File: config.mk
export PLATFORM = sky130hd
export DESIGN_NAME = fastq_index_record_filter
export DESIGN_NICKNAME = d
export VERILOG_FILES = /design/src/rtl/fqf_pkg.sv /design/src/rtl/fqf_ctrl.sv /design/src/rtl/fqf_dp.sv /design/src/rtl/fastq_index_record_filter.sv
export SDC_FILE = /design/constraint.sdc
export NUM_CORES = 2
export LEC_CHECK = 0
export BUFFER_PORTS_ARGS = -buffer_cell sky130_fd_sc_hd__buf_4
export CAP_MARGIN = 20
export CORE_AREA = 2 2 670 672
export CTS_BUF_LIST = sky130_fd_sc_hd__clkbuf_8
export DETAILED_ROUTE_END_ITERATION = 7
export DIE_AREA = 0 0 672 674
export MAX_ROUTING_LAYER = met4
export SYNTH_ARGS = -nofsm -noshare
export SYNTH_HDL_FRONTEND = slang
export SYNTH_HIERARCHICAL = 1
export SYNTH_SLANG_ARGS = --single-unit
File: constraint.sdc
create_clock -name i_clk -period 10.7 [get_ports i_clk]
set_input_delay 1.07 -clock i_clk [delete_from_list [all_inputs] [get_ports i_clk]]
set_output_delay 1.07 -clock i_clk [all_outputs]
set_load 0.01 [all_outputs]
File: src/rtl/fqf_pkg.sv
// shared types and constants of the fastq index record filter
package fqf_pkg;

    localparam int FQF_HEADER_BYTES  = 512;
    localparam int FQF_PATTERN_CHARS = 8;

    localparam int BYTE_W  = 8;
    localparam int DATA_W  = 64;
    localparam int COUNT_W = 4;
    localparam int CFG_IDX_W = 2;

    localparam logic [BYTE_W-1:0] NEWLINE_CHAR = 8'd10;

    typedef enum logic [CFG_IDX_W-1:0] {
        CFG_PATTERN_A     = 2'd0,
        CFG_PATTERN_A_LEN = 2'd1,
        CFG_PATTERN_B     = 2'd2,
        CFG_PATTERN_B_LEN = 2'd3
    } t_cfg_idx;

    typedef enum logic [2:0] {
        ST_RUN  = 3'b001,
        ST_RD   = 3'b010,
        ST_LOAD = 3'b100
    } t_state;

    // controller to datapath
    typedef struct packed {
        logic take;      // input transaction this cycle
        logic rd_issue;  // read next header word
        logic rep_load;  // load read word into output register
    } t_cmd;

    // datapath to controller
    typedef struct packed {
        logic hdr_keep_nl; // incoming byte closes a kept header
        logic out_busy;    // output register full and stalled
        logic rep_last;    // current replay word is the final one
    } t_stat;

endpackage

File: src/rtl/fqf_ctrl.sv
// controller state machine: input acceptance and header replay sequencing
module fqf_ctrl import fqf_pkg::*; (
    input  logic  i_clk,
    input  logic  i_rst_n,
    input  logic  i_valid,
    input  t_stat i_stat,
    output logic  o_stall,
    output t_cmd  o_cmd
);

    t_state r_state, n_state;

    always_comb begin
        o_stall        = !((r_state == ST_RUN) && !i_stat.out_busy);
        o_cmd.take     = i_valid && !o_stall;
        o_cmd.rd_issue = (r_state == ST_RD) && !i_stat.out_busy;
        o_cmd.rep_load = (r_state == ST_LOAD);
    end

    always_comb begin
        n_state = r_state;
        unique case (r_state)
            ST_RUN: begin
                if (o_cmd.take && i_stat.hdr_keep_nl) begin
                    n_state = ST_RD;
                end
            end
            ST_RD: begin
                if (o_cmd.rd_issue) begin
                    n_state = ST_LOAD;
                end
            end
            ST_LOAD: begin
                n_state = i_stat.rep_last ? ST_RUN : ST_RD;
            end
            default: n_state = ST_RUN;
        endcase
    end

    always_ff @(posedge i_clk) begin
        if (!i_rst_n) begin
            r_state <= ST_RUN;
        end else begin
            r_state <= n_state;
        end
    end

endmodule

File: src/rtl/fqf_dp.sv
// datapath: line tracking, pattern search, header store and output register
module fqf_dp import fqf_pkg::*; #(
    parameter int HEADER_BYTES  = FQF_HEADER_BYTES,
    parameter int PATTERN_CHARS = FQF_PATTERN_CHARS
) (
    input  logic                 i_clk,
    input  logic                 i_rst_n,
    input  t_cmd                 i_cmd,
    output t_stat                o_stat,
    input  logic [BYTE_W-1:0]    i_in_byte,
    input  logic                 i_cfg_we,
    input  logic [CFG_IDX_W-1:0] i_cfg_idx,
    input  logic [DATA_W-1:0]    i_cfg_data,
    output logic                 o_valid,
    input  logic                 i_stall,
    output logic [DATA_W-1:0]    o_out_bytes,
    output logic [COUNT_W-1:0]   o_out_count,
    output logic                 o_out_is_header,
    output logic                 o_header_too_long,
    output logic                 o_out_last
);

    localparam int WORDS  = (HEADER_BYTES + 7) / 8;
    localparam int AW     = $clog2(WORDS);
    localparam int LW     = $clog2(HEADER_BYTES + 1);
    localparam int WIN_W  = 8 * PATTERN_CHARS;
    localparam int FILL_W = $clog2(PATTERN_CHARS + 1);

    // configuration
    logic [DATA_W-1:0]  r_pat_a, r_pat_b;
    logic [COUNT_W-1:0] r_len_a, r_len_b;

    // record state
    logic [1:0]        r_phase, n_phase;
    logic              r_keep, n_keep;
    logic [WIN_W-1:0]  r_win, n_win;
    logic [FILL_W-1:0] r_fill, n_fill;
    logic              r_seen_a, n_seen_a, r_seen_b, n_seen_b;
    logic [LW-1:0]     r_len, n_len;
    logic              r_ovf, n_ovf;
    logic [DATA_W-1:0] r_asm, n_asm;

    // replay
    logic [AW-1:0]     r_rd_ptr, n_rd_ptr;
    logic [LW-1:0]     r_rem, n_rem;
    logic [DATA_W-1:0] r_rd_data;
    logic [DATA_W-1:0] r_mem [WORDS];

    // output register
    logic               r_valid, n_valid;
    logic [DATA_W-1:0]  r_bytes, n_bytes;
    logic [COUNT_W-1:0] r_count, n_count;
    logic               r_is_hdr, n_is_hdr;
    logic               r_too_long, n_too_long;
    logic               r_last, n_last;

    logic          is_nl, hdr_phase, store, wr_en, hit_a, hit_b, nl_ovf;
    logic [2:0]    byte_sel;
    logic [AW-1:0] wr_addr;

    function automatic logic pattern_hit(input logic [WIN_W-1:0]  win,
                                         input logic [FILL_W-1:0] fill,
                                         input logic [WIN_W-1:0]  pat,
                                         input logic [COUNT_W-1:0] len_reg);
        logic [FILL_W-1:0] len_e;
        logic [WIN_W-1:0]  recent;
        logic [WIN_W-1:0]  mask;
        len_e = (len_reg > COUNT_W'(PATTERN_CHARS)) ? FILL_W'(PATTERN_CHARS)
                                                     : len_reg[FILL_W-1:0];
        recent = win >> {(FILL_W'(PATTERN_CHARS) - len_e), 3'b000};
        for (int k = 0; k < PATTERN_CHARS; k++) begin
            mask[8*k +: 8] = (FILL_W'(k) < len_e) ? 8'hFF : 8'h00;
        end
        return (len_reg == '0) ||
               ((fill >= len_e) && ((recent & mask) == (pat & mask)));
    endfunction

    always_comb begin
        is_nl     = (i_in_byte == NEWLINE_CHAR);
        hdr_phase = (r_phase == 2'd0);
        store     = (r_len < LW'(HEADER_BYTES));
        byte_sel  = r_len[2:0];
        wr_addr   = r_len[AW+2:3];
        n_asm     = ((byte_sel == 3'd0) ? '0 : r_asm) |
                    (DATA_W'(i_in_byte) << {byte_sel, 3'b000});
        wr_en     = i_cmd.take && hdr_phase && store && ((byte_sel == 3'd7) || is_nl);
        n_win     = (r_win >> 8) | (WIN_W'(i_in_byte) << (WIN_W - 8));
        n_fill    = (r_fill < FILL_W'(PATTERN_CHARS)) ? r_fill + 1'b1 : r_fill;
        hit_a     = pattern_hit(n_win, n_fill, r_pat_a[WIN_W-1:0], r_len_a);
        hit_b     = pattern_hit(n_win, n_fill, r_pat_b[WIN_W-1:0], r_len_b);
        n_seen_a  = r_seen_a || hit_a;
        n_seen_b  = r_seen_b || hit_b;
        nl_ovf    = r_ovf || !store;

        o_stat.hdr_keep_nl = hdr_phase && is_nl && !nl_ovf && n_seen_a && n_seen_b;
        o_stat.out_busy    = r_valid && i_stall;
        o_stat.rep_last    = (r_rem <= LW'(8));
    end

    // record and line state
    always_comb begin
        n_phase  = r_phase;
        n_keep   = r_keep;
        n_len    = r_len;
        n_ovf    = r_ovf;
        n_rd_ptr = r_rd_ptr;
        n_rem    = r_rem;
        if (i_cmd.take) begin
            if (!hdr_phase) begin
                if (is_nl) begin
                    n_phase = r_phase + 2'd1;
                end
            end else if (is_nl) begin
                n_keep   = o_stat.hdr_keep_nl;
                n_phase  = 2'd1;
                n_len    = '0;
                n_ovf    = 1'b0;
                n_rd_ptr = '0;
                n_rem    = r_len + 1'b1;
            end else begin
                n_len = store ? r_len + 1'b1 : r_len;
                n_ovf = nl_ovf;
            end
        end
        if (i_cmd.rep_load) begin
            n_rd_ptr = r_rd_ptr + 1'b1;
            n_rem    = o_stat.rep_last ? '0 : r_rem - LW'(8);
        end
    end

    // output register
    always_comb begin
        n_valid    = r_valid && i_stall;
        n_bytes    = r_bytes;
        n_count    = r_count;
        n_is_hdr   = r_is_hdr;
        n_too_long = r_too_long;
        n_last     = r_last;
        if (i_cmd.take && !hdr_phase && r_keep) begin
            n_valid    = 1'b1;
            n_bytes    = DATA_W'(i_in_byte);
            n_count    = COUNT_W'(1);
            n_is_hdr   = 1'b0;
            n_too_long = 1'b0;
            n_last     = 1'b1;
        end else if (i_cmd.take && hdr_phase && is_nl && nl_ovf) begin
            n_valid    = 1'b1;
            n_bytes    = '0;
            n_count    = '0;
            n_is_hdr   = 1'b0;
            n_too_long = 1'b1;
            n_last     = 1'b1;
        end else if (i_cmd.rep_load) begin
            n_valid    = 1'b1;
            n_bytes    = r_rd_data;
            n_count    = o_stat.rep_last ? r_rem[COUNT_W-1:0] : COUNT_W'(8);
            n_is_hdr   = 1'b1;
            n_too_long = 1'b0;
            n_last     = o_stat.rep_last;
        end
    end

    always_ff @(posedge i_clk) begin
        if (!i_rst_n) begin
            r_pat_a <= '0;
            r_pat_b <= '0;
            r_len_a <= '0;
            r_len_b <= '0;
        end else if (i_cfg_we) begin
            unique case (t_cfg_idx'(i_cfg_idx))
                CFG_PATTERN_A:     r_pat_a <= i_cfg_data;
                CFG_PATTERN_A_LEN: r_len_a <= i_cfg_data[COUNT_W-1:0];
                CFG_PATTERN_B:     r_pat_b <= i_cfg_data;
                CFG_PATTERN_B_LEN: r_len_b <= i_cfg_data[COUNT_W-1:0];
                default: ;
            endcase
        end
    end

    always_ff @(posedge i_clk) begin
        if (!i_rst_n) begin
            r_phase  <= '0;
            r_keep   <= 1'b0;
            r_win    <= '0;
            r_fill   <= '0;
            r_seen_a <= 1'b0;
            r_seen_b <= 1'b0;
            r_len    <= '0;
            r_ovf    <= 1'b0;
            r_rd_ptr <= '0;
            r_rem    <= '0;
            r_valid  <= 1'b0;
        end else begin
            r_phase  <= n_phase;
            r_keep   <= n_keep;
            r_len    <= n_len;
            r_ovf    <= n_ovf;
            r_rd_ptr <= n_rd_ptr;
            r_rem    <= n_rem;
            r_valid  <= n_valid;
            if (i_cmd.take && hdr_phase) begin
                if (is_nl) begin
                    r_win    <= '0;
                    r_fill   <= '0;
                    r_seen_a <= 1'b0;
                    r_seen_b <= 1'b0;
                end else begin
                    r_win    <= n_win;
                    r_fill   <= n_fill;
                    r_seen_a <= n_seen_a;
                    r_seen_b <= n_seen_b;
                end
            end
        end
    end

    // payload registers
    always_ff @(posedge i_clk) begin
        r_bytes    <= n_bytes;
        r_count    <= n_count;
        r_is_hdr   <= n_is_hdr;
        r_too_long <= n_too_long;
        r_last     <= n_last;
        if (i_cmd.take && hdr_phase && store) begin
            r_asm <= n_asm;
        end
    end

    // header store
    always_ff @(posedge i_clk) begin
        if (wr_en) begin
            r_mem[wr_addr] <= n_asm;
        end
        if (i_cmd.rd_issue) begin
            r_rd_data <= r_mem[r_rd_ptr];
        end
    end

    assign o_valid           = r_valid;
    assign o_out_bytes       = r_bytes;
    assign o_out_count       = r_count;
    assign o_out_is_header   = r_is_hdr;
    assign o_header_too_long = r_too_long;
    assign o_out_last        = r_last;

endmodule

File: src/rtl/fastq_index_record_filter.sv
// top level of the fastq index record filter
//
// input channel: one text byte per transaction (i_valid / o_stall, i_in_byte)
// output channel: up to 8 characters per transaction (o_valid / i_stall)
// config port: i_cfg_we, i_cfg_idx, i_cfg_data; write only while idle
// lines are counted in fours; the first is the header, buffered in a
//   word-wide store while both index patterns are searched in it
// body byte of a kept record: result in the cycle after its transaction
// header byte: one per cycle unless stalled, no result until its newline
// kept header: replayed in 8-byte words; after the newline each word is
//   read from the store, then loaded into the output register, one word
//   after another; input is stalled for the whole replay
// over-long header: one marker result with header_too_long, record dropped
// receiver stall: the output register holds; input stalls while it is full and stalled
// reset: synchronous, clears patterns, line count and output valid; no
//   clearing pass, the store is written before it is read
module fastq_index_record_filter import fqf_pkg::*; #(
    parameter int HEADER_BYTES  = FQF_HEADER_BYTES,
    parameter int PATTERN_CHARS = FQF_PATTERN_CHARS
) (
    input  logic                 i_clk,
    input  logic                 i_rst_n,
    // input byte stream
    input  logic                 i_valid,
    output logic                 o_stall,
    input  logic [BYTE_W-1:0]    i_in_byte,
    // result stream
    output logic                 o_valid,
    input  logic                 i_stall,
    output logic [DATA_W-1:0]    o_out_bytes,
    output logic [COUNT_W-1:0]   o_out_count,
    output logic                 o_out_is_header,
    output logic                 o_header_too_long,
    output logic                 o_out_last,
    // configuration writes
    input  logic                 i_cfg_we,
    input  logic [CFG_IDX_W-1:0] i_cfg_idx,
    input  logic [DATA_W-1:0]    i_cfg_data
);

    t_cmd  cmd;
    t_stat stat;

    // sequencing: acceptance and replay steps
    fqf_ctrl u_ctrl (
        .i_clk   (i_clk),
        .i_rst_n (i_rst_n),
        .i_valid (i_valid),
        .i_stat  (stat),
        .o_stall (o_stall),
        .o_cmd   (cmd)
    );

    // search, header store and output register
    fqf_dp #(
        .HEADER_BYTES  (HEADER_BYTES),
        .PATTERN_CHARS (PATTERN_CHARS)
    ) u_dp (
        .i_clk             (i_clk),
        .i_rst_n           (i_rst_n),
        .i_cmd             (cmd),
        .o_stat            (stat),
        .i_in_byte         (i_in_byte),
        .i_cfg_we          (i_cfg_we),
        .i_cfg_idx         (i_cfg_idx),
        .i_cfg_data        (i_cfg_data),
        .o_valid           (o_valid),
        .i_stall           (i_stall),
        .o_out_bytes       (o_out_bytes),
        .o_out_count       (o_out_count),
        .o_out_is_header   (o_out_is_header),
        .o_header_too_long (o_header_too_long),
        .o_out_last        (o_out_last)
    );

endmodule
==> metrics <==
status completed; GP Congestion 0.892; Root Driver clkbuf_8; IO Pins between 150 and 200; Critical Path AT about 7 ns; post-synth cell types 88; most numerous cell in the Yosys netlist edfxtp_1; Syn Nets ~8,500; Fill cells 37,400; final routed DRC violation total 0; Critical path origin u_dp/r_len_a[0]$_SDFFE_PN0P_; PwrDens 170 mW/mm^2; Final Util 0.448; Max IR drop VDD ~0.00013 V; area grow syn2layout 12.7%; CTS H-Tree Depth 6; CP max FO 56; Crit. path cell count 15; layout cells sized above 1 0.295; most frequent cells after synthesis edfxtp_1, mux4_2, nand2_1; DP Area between 0.15 and 0.2 sq mm; Slowest-stage cell, CP dfxtp_1; Slew @ Worst Pin ~1.3 ns; largest net degree at the start of global routing between 100 and 150; vias in the first global route 90,600; Max Buffers Root-to-Sink 4; # clock sinks about 4,500; Vias slightly above 90,000; nets@finish 9,052; Max Clock Freq between 150 and 200 MHz; share of the synthesized area in the top cell type 0.716; Startpoint Class flop; Multi-input gate area ~0.043 sq mm; EDFF count, synth roughly 4,200; Num CTS Buffers just over 700; Async S/R FF share, synth 0; post-CTS setup buffer count 0; post-synth top area cell edfxtp_1; sequential-to-total area share from yosys stat 0.749; antenna viol nets, final 0; die width about 670 microns; R2R depth 15; buffer and inverter count on the worst path 2; Design Area, Final 0.200 sq mm; 1st-iter DRT viols about 13,000; Critical Path RT about 12 ns; synthesized area between 0.15 and 0.2 sq mm; CP Capture Type flop; slowest cell delay on critical path between 0.7 and 0.8 ns; first-pass GRT wire length approximately 710,000 microns; Max Slew Vio Count 0; row cnt 246; cell count after synthesis ~8,400; final hold violation count 0; top post-synthesis cells by area edfxtp_1, mux4_2, dfxtp_1, nand2_1, a21oi_1; clock latency at the later pin of the worst-skew pair 1.25 ns; Reg area about 0.13 sq mm; 1st-pass router iterations 8; setup slack, reg-to-reg 4.76 ns; endpoints failing setup 0; Final min period a little under 6 ns; Seq cells post-synth between 4,000 and 5,000; syn avg cell area around 21 sq um; Clk pin slew, worst setup/hold paths approximately 0.060 ns; GRT Util Overall 0.230; Leak ~61 nW; WL per Instance 33.2 microns; total of max-cap violations 0; TritonCTS clock tree yes; slew margin rel. 0.152; Worst Clk Skew 0.0740 ns; final cell count without fillers ~15,000; ys flop type edfxtp_1; Via-to-Cell Ratio roughly 5.9; unrepaired setup endpoints after global routing no; Tcrit/Tclk final 0.555; crit-path cells nand2b_4 > inv_2 > buf_4 > mux4_2 > o21ai_0 > a21oi_1 > nor4b_1 > nand4_1 > a311oi_1 > a21oi_1 > o31ai_2 > and4b_1 > and3b_1 > nor2b_1 > o31ai_1; Port Buffers around 150; DP Cell Count 14,200; kind of cell adding the most delay to the critical path simple AND/OR/NAND/NOR gates; die area roughly 0.45 sq mm; core area between 0.4 and 0.5 sq mm; capture point of the worst path u_ctrl/r_state[0]$_SDFFE_PN1P_; antenna violations before repair between 60 and 70; cts repair resizes 0; Critical R2R Launch u_dp/r_len_a[0]$_SDFFE_PN0P_; CP Class flop to flop; Die Ht about 670 microns; grt ovf 0; total wire length between 500,000 and 600,000 microns; Starting Density 0.398; setup TNS 0 ns; DP HPWL around 300,000 microns; cell mode on critical path a21oi_1; hold buffer count at cts 3; Ys Warns 6; Hold Path Class primary input to flop; FF-to-FF End u_ctrl/r_state[0]$_SDFFE_PN1P_
==> worst min-delay path by stage <==
stage,start,to,slack (ns),depth (start not counted)
2_1_floorplan,u_dp/r_win[10]$_SDFFE_PN0P_,u_dp/r_win[10]$_SDFFE_PN0P_,0.44,2
3_3_place_gp,u_dp/r_win[63]$_SDFFE_PN0P_,u_dp/r_win[63]$_SDFFE_PN0P_,0.44,2
3_5_place_dp,u_dp/r_win[63]$_SDFFE_PN0P_,u_dp/r_win[63]$_SDFFE_PN0P_,0.45,2
4_1_cts,i_cfg_data[15],u_dp/r_pat_a[15]$_SDFFE_PN0P_,0.0009,3
5_1_grt,i_cfg_data[14],u_dp/r_pat_a[14]$_SDFFE_PN0P_,0.09,3
6_report,i_cfg_data[23],u_dp/r_pat_a[23]$_SDFFE_PN0P_,0.13,3
==> layer usage <==
metal | global-route usage | share of wire
met1 | 0.318 | 0.41
met2 | 0.352 | 0.47
met3 | 0.0435 | 0.095
met4 | 0.0607 | 0.026
met5 | - | 0
==> tightest hold or removal path: cells and delay by family <==
kind / cells / cell delay (ns)
buffers and inverters: 1 / 0.13
AOI/OAI and AO/OA: 1 / 0.05
and+or+nand+nor: 1 / 0.05
==> sequential cells by signal, indices dropped and copies added, names as in the netlist, 2 cells and up <==
name,flops
u_dp/r_rd_data,64
u_dp/r_mem,4096
u_dp/o_out_bytes,64
u_dp/r_asm,64
u_dp/r_phase,2
u_dp/r_len,10
u_dp/r_win,56
u_ctrl/r_state,3
u_dp/r_len_b,4
u_dp/r_rd_ptr,6
u_dp/r_rem,10
u_dp/r_fill,4
u_dp/o_out_count,4
u_dp/r_pat_b,64
u_dp/r_pat_a,64
u_dp/r_len_a,4
==> through the flow <==
stage | power, mW | hold slack, ns | worst slack, ns
2_1_floorplan | 20.5 | 0.439 | 2.09
3_3_place_gp | 20.9 | 0.443 | 4.38
3_5_place_dp | 21.0 | 0.448 | 4.32
4_1_cts | 34.2 | 0.000886 | 4.84
5_1_grt | 35.1 | 0.0869 | 4.42
6_report | 34.0 | 0.126 | 4.76
==> cells in the final DEF, fill, tap and decap left out, types with 14 or more instances in the layout <==
cell,Yosys,final
edfxtp_1,4232,4232
mux4_2,1397,1397
clkbuf_8,0,742
nand2_1,440,438
buf_4,6,364
a21oi_1,300,300
dfxtp_1,295,289
inv_1,24,264
clkinv_1,0,184
nor2_1,270,179
mux2i_1,115,115
nand3_1,108,108
nor2_4,0,90
o21ai_0,73,73
xnor2_1,56,56
clkinv_2,0,52
xor2_1,29,29
diode_2,0,27
buf_12,0,26
nor3_1,26,25
and3_1,22,22
a22o_1,46,22
nand2b_1,21,20
a31oi_1,19,19
a211oi_1,18,18
ha_1,19,17
nor3b_1,16,15
nand3b_1,15,15
nor4bb_1,14,14
nand4_1,14,14
==> kinds of logic after synthesis <==
| family | count (synthesis) | synth area share |
|---|---|---|
| DFF | 4527 | 0.749 |
| and+or+nand+nor | 1037 | 0.0268 |
| xor gates and xnor gates | 85 | 0.00419 |
| muxes | 1522 | 0.184 |
| buffers and inverters | 554 | 0.0121 |
| AOI/OAI and AO/OA | 624 | 0.0222 |
| adders and majority gates | 19 | 0.00134 |
==> layout make-up <==
cell class / instances / area share
diodes: 27 / 0.000338
clock buffers: 742 / 0.0510
clock inverters: 529 / 0.0126
inverters: 28 / 0.000550
multi-input cells: 3287 / 0.216
flip-flops and latches: 4527 / 0.665
well taps: 5952 / 0.0372
repair buffers: 400 / 0.0174
==> where the power goes <==
group / switching [mW] / total, mW / leakage [nW] / internal, mW
Combinational: 0.810 / 0.992 / 12.6 / 0.182
Clock: 6.81 / 13.3 / 7.40 / 6.54
Sequential: 0.0627 / 19.6 / 41.3 / 19.6
Note: power is estimated with default switching activity, not from simulation.
